[src/hw/rtl/rtrt_pkg.sv]
// shared types, constants and helpers for the ring transition radius tracker
// no dependencies
package rtrt_pkg;

    localparam int SEQ_LEN   = 32;
    localparam int MAX_STEPS = 1024;

    localparam int STEP_W   = $clog2(MAX_STEPS);
    localparam int PTR_W    = 6;
    localparam int LEVEL_W  = 8;
    localparam int WORD_W   = 64;
    localparam int CODE_W   = 4;
    localparam int LABEL_W  = 4;
    localparam int RADIUS_W = 11;
    localparam int CFG_IDX_W = 2;

    localparam int K_W    = 32;
    localparam int FRAC_W = 31;
    localparam int MUL_W  = (STEP_W + K_W > RADIUS_W + FRAC_W) ?
                            (STEP_W + K_W) : (RADIUS_W + FRAC_W);
    localparam logic [K_W-1:0] SQRT2_Q31 = 32'd3037000499;

    localparam logic [CODE_W-1:0] CODE_LABEL_LIMIT = 4'd11;
    localparam logic [CODE_W-1:0] CODE_BLACK_WHITE = 4'd12;
    localparam logic [CODE_W-1:0] CODE_WHITE_BLACK = 4'd13;
    localparam logic [CODE_W-1:0] CODE_FINISH      = 4'd14;
    localparam logic [CODE_W-1:0] CODE_UNUSED      = 4'd15;

    localparam logic [CFG_IDX_W-1:0] CFG_BLACK_TH = 2'd0;
    localparam logic [CFG_IDX_W-1:0] CFG_WHITE_TH = 2'd1;
    localparam logic [CFG_IDX_W-1:0] CFG_SEQ_LOW  = 2'd2;
    localparam logic [CFG_IDX_W-1:0] CFG_SEQ_HIGH = 2'd3;

    localparam logic [LEVEL_W-1:0] BLACK_TH_RESET = 8'd64;
    localparam logic [LEVEL_W-1:0] WHITE_TH_RESET = 8'd192;

    typedef enum logic [2:0] {
        ST_NONE     = 3'd0,
        ST_TRANS    = 3'd1,
        ST_RING     = 3'd2,
        ST_FINISH   = 3'd3,
        ST_MISMATCH = 3'd4,
        ST_IDLE     = 3'd5
    } t_status;

    typedef struct packed {
        logic [LEVEL_W-1:0] pixel_level;
        logic               scan_start;
        logic               scan_last;
    } t_in_item;

    typedef struct packed {
        t_status             step_status;
        logic [LABEL_W-1:0]  ring_label;
        logic [RADIUS_W-1:0] ring_radius;
        logic                scan_done;
    } t_out_item;

    typedef struct packed {
        logic              white_now;
        logic [PTR_W-1:0]  seq_ptr;
        logic [STEP_W-1:0] step_count;
        logic              halted;
    } t_scan_state;

    typedef struct packed {
        logic [LEVEL_W-1:0] black_th;
        logic [LEVEL_W-1:0] white_th;
        logic [WORD_W-1:0]  seq_low;
        logic [WORD_W-1:0]  seq_high;
    } t_cfg;

    function automatic logic [CODE_W-1:0] entry_at(
        input logic [PTR_W-1:0]  idx,
        input logic [WORD_W-1:0] lo,
        input logic [WORD_W-1:0] hi
    );
        logic [5:0] bit_pos;
        logic [CODE_W-1:0] code;
        bit_pos = {idx[3:0], 2'b00};
        if (idx >= PTR_W'(SEQ_LEN)) begin
            code = CODE_UNUSED;
        end else if (idx[4]) begin
            code = hi[bit_pos +: CODE_W];
        end else begin
            code = lo[bit_pos +: CODE_W];
        end
        return code;
    endfunction

endpackage

[src/hw/rtl/rtrt_step.sv]
// per-sample logic: hysteresis classify, sequence match, label pick, radius multiply
// depends on rtrt_pkg
module rtrt_step (
    input  rtrt_pkg::t_scan_state i_state,
    input  rtrt_pkg::t_cfg        i_cfg,
    input  rtrt_pkg::t_in_item    i_item,
    output rtrt_pkg::t_scan_state o_state,
    output rtrt_pkg::t_out_item   o_item
);
    import rtrt_pkg::*;

    logic              white0;
    logic [PTR_W-1:0]  ptr0;
    logic [STEP_W-1:0] step0;
    logic              halted0;
    logic [CODE_W-1:0] e0;
    logic [CODE_W-1:0] e1;
    logic [CODE_W-1:0] e2;
    logic [PTR_W-1:0]  p1;
    logic [PTR_W-1:0]  p2;
    logic              wb;
    logic              bw;
    logic              white1;
    logic              err1;
    logic              err;
    logic              found;
    logic              done;
    logic [MUL_W-1:0]  prod;

    assign white0  = i_item.scan_start ? 1'b0 : i_state.white_now;
    assign ptr0    = i_item.scan_start ? '0 : i_state.seq_ptr;
    assign step0   = i_item.scan_start ? '0 : i_state.step_count;
    assign halted0 = i_item.scan_start ? 1'b0 : i_state.halted;

    assign p1 = ptr0 + PTR_W'(1);
    assign p2 = ptr0 + PTR_W'(2);
    assign e0 = entry_at(ptr0, i_cfg.seq_low, i_cfg.seq_high);
    assign e1 = entry_at(p1, i_cfg.seq_low, i_cfg.seq_high);
    assign e2 = entry_at(p2, i_cfg.seq_low, i_cfg.seq_high);

    assign wb     = white0 && (i_item.pixel_level < i_cfg.black_th);
    assign white1 = wb ? 1'b0 : white0;
    assign err1   = wb && (e0 != CODE_WHITE_BLACK);
    assign bw     = !err1 && !white1 && (i_item.pixel_level > i_cfg.white_th);
    assign err    = err1 || (bw && (e0 != CODE_BLACK_WHITE));
    assign found  = wb || bw;

    assign prod = MUL_W'(step0) * MUL_W'(SQRT2_Q31);

    always_comb begin
        o_state  = i_state;
        o_item   = '0;
        done     = 1'b0;
        if (halted0) begin
            o_item.step_status = ST_IDLE;
        end else begin
            o_state.white_now  = bw ? 1'b1 : white1;
            o_state.seq_ptr    = ptr0;
            o_item.step_status = ST_NONE;
            if (err) begin
                o_item.step_status = ST_MISMATCH;
                done = 1'b1;
            end else if (found) begin
                o_item.step_status = ST_TRANS;
                o_state.seq_ptr    = p1;
                if (p1 >= PTR_W'(SEQ_LEN)) begin
                    done = 1'b1;
                end else if (e1 < CODE_LABEL_LIMIT) begin
                    o_item.step_status = ST_RING;
                    o_item.ring_label  = e1;
                    o_item.ring_radius = prod[FRAC_W +: RADIUS_W];
                    o_state.seq_ptr    = p2;
                    if (p2 >= PTR_W'(SEQ_LEN)) begin
                        done = 1'b1;
                    end else if (e2 == CODE_FINISH) begin
                        o_item.step_status = ST_FINISH;
                        done = 1'b1;
                    end
                end
            end
            if (i_item.scan_last || (step0 >= STEP_W'(MAX_STEPS - 1))) begin
                done = 1'b1;
            end
            o_item.scan_done = done;
            if (done) begin
                o_state.halted     = 1'b1;
                o_state.step_count = step0;
            end else begin
                o_state.halted     = 1'b0;
                o_state.step_count = step0 + STEP_W'(1);
            end
        end
    end

endmodule

[src/hw/rtl/ring_transition_radius_tracker_unit.sv]
// top level: config registers, scan state, result register and handshakes
// depends on rtrt_pkg and rtrt_step
// latency: the result of an accepted sample is shown the cycle after it is accepted
// throughput: one sample per cycle unless the output is stalled; the scan state register is updated at each accept
// a stalled result waits in the output register; the next sample is taken when it drains
// reset (synchronous, active low) loads default thresholds, clears the description
// and leaves the scan halted until a sample with scan_start
module ring_transition_radius_tracker_unit (
    input  logic                                i_clk,
    input  logic                                i_rst_n,
    input  logic                                i_in_valid,
    output logic                                o_in_stall,
    input  rtrt_pkg::t_in_item                  i_in_data,
    output logic                                o_out_valid,
    input  logic                                i_out_stall,
    output rtrt_pkg::t_out_item                 o_out_data,
    input  logic                                i_cfg_valid,
    output logic                                o_cfg_ready,
    input  logic [rtrt_pkg::CFG_IDX_W-1:0]      i_cfg_index,
    input  logic [rtrt_pkg::WORD_W-1:0]         i_cfg_data
);
    import rtrt_pkg::*;

    t_cfg        r_cfg;
    t_scan_state r_state;
    t_scan_state n_state;
    t_out_item   r_out;
    t_out_item   n_out;
    logic        r_out_valid;
    logic        in_beat;

    assign o_cfg_ready = 1'b1;
    assign o_in_stall  = r_out_valid && i_out_stall;
    assign in_beat     = i_in_valid && !o_in_stall;
    assign o_out_valid = r_out_valid;
    assign o_out_data  = r_out;

    rtrt_step u_step (
        .i_state (r_state),
        .i_cfg   (r_cfg),
        .i_item  (i_in_data),
        .o_state (n_state),
        .o_item  (n_out)
    );

    always_ff @(posedge i_clk) begin
        if (!i_rst_n) begin
            r_cfg.black_th <= BLACK_TH_RESET;
            r_cfg.white_th <= WHITE_TH_RESET;
            r_cfg.seq_low  <= '0;
            r_cfg.seq_high <= '0;
        end else if (i_cfg_valid && o_cfg_ready) begin
            unique case (i_cfg_index)
                CFG_BLACK_TH: r_cfg.black_th <= i_cfg_data[LEVEL_W-1:0];
                CFG_WHITE_TH: r_cfg.white_th <= i_cfg_data[LEVEL_W-1:0];
                CFG_SEQ_LOW:  r_cfg.seq_low  <= i_cfg_data;
                CFG_SEQ_HIGH: r_cfg.seq_high <= i_cfg_data;
                default: ;
            endcase
        end
    end

    always_ff @(posedge i_clk) begin
        if (!i_rst_n) begin
            r_state.white_now  <= 1'b0;
            r_state.seq_ptr    <= '0;
            r_state.step_count <= '0;
            r_state.halted     <= 1'b1;
            r_out_valid        <= 1'b0;
        end else begin
            if (in_beat) begin
                r_state     <= n_state;
                r_out_valid <= 1'b1;
            end else if (!i_out_stall) begin
                r_out_valid <= 1'b0;
            end
        end
    end

    always_ff @(posedge i_clk) begin
        if (in_beat) begin
            r_out <= n_out;
        end
    end

endmodule
[config.mk]
export PLATFORM = sky130hd
export DESIGN_NAME = ring_transition_radius_tracker_unit
export DESIGN_NICKNAME = d
export VERILOG_FILES = /design/src/hw/rtl/rtrt_pkg.sv /design/src/hw/rtl/rtrt_step.sv /design/src/hw/rtl/ring_transition_radius_tracker_unit.sv
export SDC_FILE = /design/constraint.sdc
export NUM_CORES = 1
export LEC_CHECK = 0
export ABC_AREA = 1
export BUFFER_PORTS_ARGS = -buffer_cell sky130_fd_sc_hd__buf_2
export CAP_MARGIN = 25
export CELL_PAD_IN_SITES_DETAIL_PLACEMENT = 0
export CELL_PAD_IN_SITES_GLOBAL_PLACEMENT = 1
export CORE_AREA = 3 3 195 197
export CTS_CLUSTER_DIAMETER = 30
export DETAILED_ROUTE_END_ITERATION = 10
export DIE_AREA = 0 0 198 200
export GPL_TIMING_DRIVEN = 0
export PLACE_DENSITY = 0.86
export SLEW_MARGIN = 5
export SYNTH_ARGS = -nofsm -noshare
export SYNTH_HDL_FRONTEND = slang
export SYNTH_SLANG_ARGS = --single-unit
[constraint.sdc]
create_clock -name i_clk -period 5.5 [get_ports i_clk]
set_input_delay 0.825 -clock i_clk [delete_from_list [all_inputs] [get_ports i_clk]]
set_output_delay 0.825 -clock i_clk [all_outputs]
set_load 0.005 [all_outputs]
==> results of run 1 <==
## through the flow
step	power (W)	util	hold slack, ns	instances	setup slack (ns)
CTS	0.003294	0.4594	0.4650	2681	0.003535
floorplan	0.001844	-	0.4331	2070	0.01576
detailed placement	0.002091	0.4383	0.4543	2640	-1.170
global route	0.003420	0.4684	0.4814	2694	-0.1187
global placement	0.002080	0.4373	0.4453	2638	-1.067
finish	0.003303	0.4684	0.4632	2694	0.1196
## report_power, final
part,switching (W),total (W),internal (W)
Sequential,0.0000391,0.00145,0.00141
Combinational,0.000441,0.000644,0.000203
Clock,0.000581,0.00121,0.000629
## worst min-delay path, stage by stage (launching register included)
cell	delay [ns]
dfxtp_1	0.30
inv_1	0.06
a21oi_1	0.05
## sequential cells by signal (all words and copies together) (netlist names)
name         count
o_out_valid      1
r_cfg          144
r_state         18
o_out_data      19
## area by class of cell
class                      count  area share
sequential                   182      0.2247
multi-input combinational   1461      0.5561
inverter                     320     0.07141
clock buffer                  19     0.02537
clock inverter                11    0.007259
tap                          468     0.03431
timing repair buffer         126     0.04355
buffer                       107     0.03732
## synthesized netlist by cell type (6+ instances only)
| cell type | count |
|---|---|
| buf_4 | 12 |
| a21oi_1 | 219 |
| nor3_1 | 9 |
| dfxtp_1 | 163 |
| nor2_1 | 95 |
| inv_1 | 307 |
| buf_6 | 19 |
| nand3_1 | 171 |
| clkbuf_1 | 53 |
| o211ai_1 | 36 |
| o21ai_1 | 35 |
| buf_2 | 21 |
| fa_1 | 56 |
| nand4_1 | 23 |
| o21bai_1 | 9 |
| a31oi_1 | 12 |
| inv_2 | 10 |
| ha_1 | 152 |
| a21o_1 | 7 |
| or2_2 | 12 |
| edfxtp_1 | 19 |
| nand2_2 | 11 |
| xor2_1 | 6 |
| nor4_1 | 10 |
| nand2_1 | 333 |
| o21ai_0 | 217 |
## cell families (layout without fill, tap and decap cells)
logic type	after synthesis	in the layout	synth area share
AOI/OAI and AO/OA	562	562	0.2048
other	1	1	0.0002531
adders and majority gates	208	208	0.2040
and+or+nand+nor	678	678	0.2016
muxes	1	1	0.001520
DFF	182	182	0.2587
xor gates and xnor gates	11	11	0.006502
buffers and inverters	427	583	0.1226
## layout by cell type (no fill, tap or decap), types with 8 or more instances in the layout
cell type,n
a21oi_1,213
a21oi_2,10
a31oi_1,11
buf_2,120
buf_4,34
buf_6,18
clkbuf_1,55
clkbuf_16,18
dfxtp_1,163
edfxtp_1,19
fa_1,55
ha_1,144
inv_1,299
inv_2,14
nand2_1,323
nand2_2,15
nand3_1,169
nand4_1,23
nor2_1,83
nor2_4,9
nor3_1,9
nor4_1,8
o211ai_1,36
o21ai_0,209
o21ai_1,39
o21bai_1,9
or2_2,11
## how the worst min path moves through the flow
stage	startpoint	endpoint	slack (ns)	depth (start not counted)
after floorplan	r_cfg[129]	r_cfg[129]	0.43	2
after global placement	r_cfg[137]	r_cfg[137]	0.45	2
after detailed placement	r_cfg[143]	r_cfg[143]	0.45	2
after CTS	r_cfg[143]	r_cfg[143]	0.47	2
after global routing	r_cfg[132]	r_cfg[132]	0.48	2
final	r_cfg[130]	r_cfg[130]	0.46	2
## per-layer routing
layer  wire, um  up-vias  global-route usage
met1      22460     7097              0.3458
met3       4322      177             0.04817
li1           -     7211                   -
met2      26870      710              0.4924
met5          0        -                   0
met4       3023        0              0.1366
## what timing repair did
item | CTS | global route
endpoints found under the setup margin | 11 | 11
buffers inserted | 11 | 12
hold buffers | 0 | 0
pin swaps | 9 | 27
gates cloned | 0 | 1
gates resized for setup | 40 | 50
hold endpoints to repair | 0 | 0
==> run_results.csv, run 1 <==
group,metric,value,unit
outcome,status,"completed",
floorplanning,rows,70,
timing,setup_violations,0,
synthesis,syn_avg_cell_area,7.158,sq um
worst_setup_path,crit_family,"adder cells",
detailed_routing,drt_wl_total,56.68,mm
cells_and_area,n_antenna_cell,0,
global_routing,first_global_vias,14919,
synthesis,synth-seq-area-share,0.2587,
detailed_routing,vias,15195,
global_routing,grt_use_total,0.2844,
synthesis,syn-cell-area,14820,sq um
clock_tree,clk-insertion-delay-late,0.46,ns
worst_setup_path,worst-path-stages,27,
cells_and_area,multi_input_area,9490,sq um
detailed_routing,drt_iter0_drc,1408,
pwr,p_per_area,193.5,nW/um^2
timing,fin_crit_sh,0.9783,
synthesis,synthArstFlopShare,0,
global_routing,grt_pass1_wl,85.72,mm
timing,maxSlewHeadroom,0.3575,
detailed_routing,wl_per_cell,21.04,um
run,drv_cap,0,
synthesis,synthCells,2070,
min_path,hold_path.class,"reg2reg",
global_routing,antenna_found_initial,0,
cells_and_area,final_area,17070,sq um
pwr,vdd_drop_max,270.1,uV
timing,max_freq,185.9,MHz
detailed_routing,ant_nets,0,
clock_tree,cts_buffers,17,
timing,finClkSkew,0.02133,ns
pwr,p_leak,8.226,nW
floorplanning,dieHeight,200,um
clock_tree,cts_tree,"built",
worst_setup_path,r2r-start,"r_state[9]",
synthesis,ys_types,51,
cells_and_area,nFillCells,3746,
floorplanning,dieArea,39600,sq um
worst_setup_path,cp-startpoint,"i_in_data[1]",
worst_setup_path,start_kind,"input pin",
clock_tree,clk_path_buf_depth,2,
worst_setup_path,path_max_fanout,7,
placed_design,finalWeightedCongestion,0.9863,
worst_setup_path,rr_endpoint,"o_out_data[11]",
synthesis,synth_top_area_frac,0.2202,
worst_setup_path,required,5.80,ns
worst_setup_path,crit_path_max_incr_delay,0.58,ns
floorplanning,io_pins,103,
worst_setup_path,reg2reg_slack,0.27,ns
synthesis,ys_ff_latch,182,
timing,drv_slew,0,
cells_and_area,area_delta_synth_final,15.17,%
placed_design,port-buffer-count,100,
timing,rsz0062_at_grt,"true",
worst_setup_path,critPathCapture,"o_out_data[10]",
clock_tree,clock_sinks,182,
worst_setup_path,end_kind,"register",
synthesis,synth_fp_nets,2359,
clock_tree,path_clk_slew,0.07,ns
floorplanning,initial_utilization,0.4067,
detailed_routing,drc,0,
detailed_routing,vias_per_cell,5.640,
worst_setup_path,slowest_stage,"fa_1",
synthesis,synth_area_leaders,"dfxtp_1 (22%), ha_1 (13%), nand2_1 (8.4%), inv_1 (7.8%), fa_1 (7.6%)",
worst_setup_path,critPathKind,"in2reg",
clock_tree,htree_num_levels,4,
worst_setup_path,reg2reg_depth,22,
placed_design,post-dp-hpwl,42.73,mm
timing,finalSetupTns,0,ns
timing,worstMarginPinSlew,0.9637,ns
worst_setup_path,path_buf_inv,6,
synthesis,synth-main-ff-cell,"dfxtp_1",
detailed_routing,firstDrtPassIters,7,
floorplanning,die_x,198,um
synthesis,synth-edff-count,19,
cells_and_area,ff_latch_area,3834,sq um
cells_and_area,layout-drive-gt1-share,0.1397,
placed_design,placed_area,15970,sq um
timing,hold_violations,0,
cells_and_area,fin_nets,2504,
synthesis,synth_area_leader_cell,"dfxtp_1",
clock_tree,cts_root_buffer,"clkbuf_16",
timing,period_needed,5.380,ns
global_routing,grt-ovfl-total,0,
worst_setup_path,cp.arrival,5.68,ns
synthesis,yosys_warnings,0,
global_routing,grt_max_degree,18,
floorplanning,core,36430,sq um
Note: power is estimated with default switching activity, not from simulation.
==> run 2: changes to the inputs <==
--- a/config.mk
+++ b/config.mk
@@ -5,17 +5,14 @@
 export SDC_FILE = /design/constraint.sdc
 export NUM_CORES = 1
 export LEC_CHECK = 0
-export ABC_AREA = 1
 export BUFFER_PORTS_ARGS = -buffer_cell sky130_fd_sc_hd__buf_2
 export CAP_MARGIN = 25
-export CELL_PAD_IN_SITES_DETAIL_PLACEMENT = 0
-export CELL_PAD_IN_SITES_GLOBAL_PLACEMENT = 1
-export CORE_AREA = 3 3 195 197
+export CORE_AREA = 2 2 180 182
 export CTS_CLUSTER_DIAMETER = 30
 export DETAILED_ROUTE_END_ITERATION = 10
-export DIE_AREA = 0 0 198 200
+export DIE_AREA = 0 0 182 184
 export GPL_TIMING_DRIVEN = 0
-export PLACE_DENSITY = 0.86
+export PLACE_DENSITY = 0.76
 export SLEW_MARGIN = 5
 export SYNTH_ARGS = -nofsm -noshare
 export SYNTH_HDL_FRONTEND = slang
==> run 2 against run 1 <==
The run now ends with negative setup slack left. Hold slack gained 0.029 ns. Non-clock buffer count grew 17. Die area shrank 15%. Count of clock-buffer cells in the layout shrank 1. Cell count shrank 12%. Critical path depth shrank 1. Sequential share of layout area shrank 0.41 points. Worst setup slack lost 0.43 ns. First-iteration DRC count shrank 9.2%. Clock power grew 11%.
==> run_results.csv, run 2 <==
group,metric,value,unit
synthesis,synth_area_leaders,"dfxtp_1 (22%), ha_1 (13%), nand2_1 (9.7%), fa_1 (7.6%), a21oi_1 (6.0%)",
global_routing,first_global_vias,14223,
worst_setup_path,r2r-start,"r_state[9]",
cells_and_area,nFillCells,2858,
cells_and_area,n_antenna_cell,0,
cells_and_area,ff_latch_area,3834,sq um
global_routing,met2_usage,0.5252,
detailed_routing,vias,14151,
clock_tree,cts_buffers,17,
synthesis,synth_area_leader_cell,"dfxtp_1",
timing,drv_slew,0,
timing,finClkSkew,0.01510,ns
pwr,finalPower,0.003084,W
pwr,comb_power_share,0.102,
detailed_routing,drt_iter0_drc,1278,
clock_tree,cts_root_buffer,"clkbuf_16",
clock_tree,clk_path_buf_depth,2,
pwr,p_clk_frac,0.434,
cells_and_area,final_cell_mix,"nand2_1 (379), a21oi_1 (166), dfxtp_1 (163)",
placed_design,finalWeightedCongestion,1.020,
global_routing,grt-ovfl-total,0,
cells_and_area,utilization,0.5537,
cells_and_area,final_area,17380,sq um
synthesis,synth_common_cells,"nand2_1 (380), a21oi_1 (176), dfxtp_1 (163), ha_1 (152), inv_1 (126)",
worst_setup_path,start_kind,"input pin",
global_routing,grt_max_degree,19,
synthesis,ys_ff_latch,182,
timing,finalSetupTns,-2.054,ns
clock_tree,path_clk_slew,0.07,ns
detailed_routing,drc,0,
synthesis,syn_avg_cell_area,8.262,sq um
synthesis,synth_top_area_frac,0.2224,
pwr,p_switching,0.0008684,W
global_routing,grt-busiest-layer,"met2",
cells_and_area,final_common_cell,"nand2_1",
floorplanning,rows,65,
timing,rsz0062_at_grt,"true",
floorplanning,dieHeight,184,um
worst_setup_path,cp.arrival,6.01,ns
floorplanning,dieArea,33490,sq um
placed_design,placed_area,16010,sq um
global_routing,grt_pass1_wl,77.85,mm
worst_setup_path,crit_family,"adder cells",
outcome,violations,"negative setup slack",
synthesis,synth_fp_nets,2065,
detailed_routing,drt_wl_total,50.30,mm
worst_setup_path,path_buf_inv,8,
synthesis,synth-seq-area-share,0.2613,
timing,setup_violations,11,
pwr,p_leak,7.546,nW
synthesis,synth-edff-count,19,
global_routing,grt_use_total,0.2987,
pwr,p_per_area,177.4,nW/um^2
clock_tree,cts_tree,"built",
detailed_routing,wl_per_cell,21.28,um
pwr,p_seq_frac,0.463,
clock_tree,clock_sinks,182,
global_routing,use_met1,0.3566,
synthesis,ys_types,87,
floorplanning,io_pins,103,
synthesis,yosys_warnings,0,
cells_and_area,area_delta_synth_final,18.47,%
synthesis,syn-cell-area,14670,sq um
worst_setup_path,required,5.70,ns
pwr,vdd_drop_max,231.2,uV
pwr,p_sw_frac,0.2816,
detailed_routing,vias_per_cell,5.986,
floorplanning,die_x,182,um
clock_tree,htree_num_levels,4,
worst_setup_path,crit_path_max_incr_delay,0.53,ns
worst_setup_path,path_max_fanout,6,
synthesis,synthCells,1776,
detailed_routing,ant_nets,0,
floorplanning,core,31390,sq um
synthesis,yosys.cell_count.top_type,"nand2_1",
timing,worst_hold_slack,0.4925,ns
min_path,hold_path.class,"reg2reg",
worst_setup_path,cp-startpoint,"i_in_data[1]",
cells_and_area,layout-drive-gt1-share,0.1799,
timing,max_freq,172.1,MHz
floorplanning,initial_utilization,0.4674,
timing,worstMarginPinSlew,1.079,ns
timing,hold_violations,0,
detailed_routing,firstDrtPassIters,6,
worst_setup_path,end_kind,"register",
cells_and_area,largest_register_ffs,144,
synthesis,synth-main-ff-cell,"dfxtp_1",
clock_tree,clk-insertion-delay-late,0.46,ns
timing,maxSlewHeadroom,0.2792,
global_routing,grt_util_met3,0.05032,
placed_design,post-dp-hpwl,37.72,mm
timing,fin_crit_sh,1.057,
worst_setup_path,critPathKind,"in2reg",
timing,period_needed,5.812,ns
pwr,p_int,0.002215,W
cells_and_area,fin_nets,2238,
cells_and_area,top_register,"r_cfg",
global_routing,antenna_found_initial,1,
outcome,status,"finished, violations left",
timing,setup_slack,-0.3116,ns
min_path,hp-start,"r_cfg[126]",
placed_design,port-buffer-count,100,
synthesis,synthArstFlopShare,0,
cells_and_area,multi_input_area,10410,sq um
worst_setup_path,slowest_stage,"fa_1",
run,drv_cap,0,
[run 2: cell count changes after synthesis, moves of 43 or more]
cell | previous run | this run
nand3_1 | 171 | 46
mux2i_1 | 0 | 47
o21ai_0 | 217 | 47
a21oi_1 | 219 | 176
nand2_1 | 333 | 380
inv_1 | 307 | 126
[run 2: path summary, 6_finish.rpt]
| kind | to | slack [ns] | cells past startpoint |
|---|---|---|---|
| setup / recovery | o_out_data[8] | -0.31 | 26 |
| hold / removal | r_cfg[126] | 0.49 | 2 |
| setup reg to reg | o_out_data[4] | -0.12 | 21 |
| hold reg to reg | r_cfg[126] | 0.49 | 2 |
[run 2: metal layers]
metal,wire [um],part of all wire
met1,19740,0.39
met2,24300,0.48
met3,3796,0.075
met4,2441,0.049
met5,13,0.00026
[run 2: area by class of cell]
cell class / instances / share of cell area
Multi-Input combinational cell: 1368 / 0.5986
Tap cell: 402 / 0.02894
Sequential cell: 182 / 0.2205
Buffer: 93 / 0.02894
Inverter: 130 / 0.02930
Clock buffer: 18 / 0.02526
Timing Repair Buffer: 157 / 0.05802
Clock inverter: 14 / 0.01036
[run 2: cell families after synthesis]
family	synth area share
AO/OA/AOI/OAI	0.1631
AND/OR/NAND/NOR	0.2100
other	0.0002556
adder cells (fa/ha/maj)	0.2060
XOR/XNOR	0.01663
buffers and inverters	0.06370
multiplexers	0.07896
flip-flops	0.2613
[run 2: stage by stage]
stage,setup slack [ns],std cells
3_3_place_gp,-1.475,2278
5_1_grt,-0.4682,2364
2_1_floorplan,-0.5252,1776
4_1_cts,-0.2828,2355
6_report,-0.3116,2364
3_5_place_dp,-1.550,2282
[run 2: power by group through the flow]
| stage | sequential [W] | combinational [W] | clock [W] |
|---|---|---|---|
| floorplan | 0.00144 | 0.000177 | 0 |
| global placement | 0.00146 | 0.000282 | 0 |
| detailed placement | 0.00146 | 0.000293 | 0 |
| CTS | 0.00143 | 0.000309 | 0.00134 |
| global route | 0.00143 | 0.000345 | 0.00138 |
| finish | 0.00143 | 0.000315 | 0.00134 |
[run 2: worst register-to-register path, stage by stage (launching register included)]
cell	delay, ns
dfxtp_1	0.55
nand2b_1	0.26
inv_2	0.15
ha_4	0.19
xor2_4	0.20
ha_4	0.24
fa_1	0.52
inv_1	0.06
fa_1	0.54
inv_1	0.08
fa_1	0.56
ha_4	0.24
a21o_1	0.16
a21o_1	0.17
buf_4	0.14
a211oi_4	0.24
o21ai_2	0.11
a31oi_4	0.22
o211ai_1	0.16
a21oi_2	0.22
mux2i_1	0.27
a21oi_2	0.09
[run 2: repair_timing]
action	in CTS	in global routing
resized for setup	55	28
cloned	1	0
hold buffers	0	0
setup endpoints to repair	34	35
buffers inserted	41	11
pin swaps	49	31
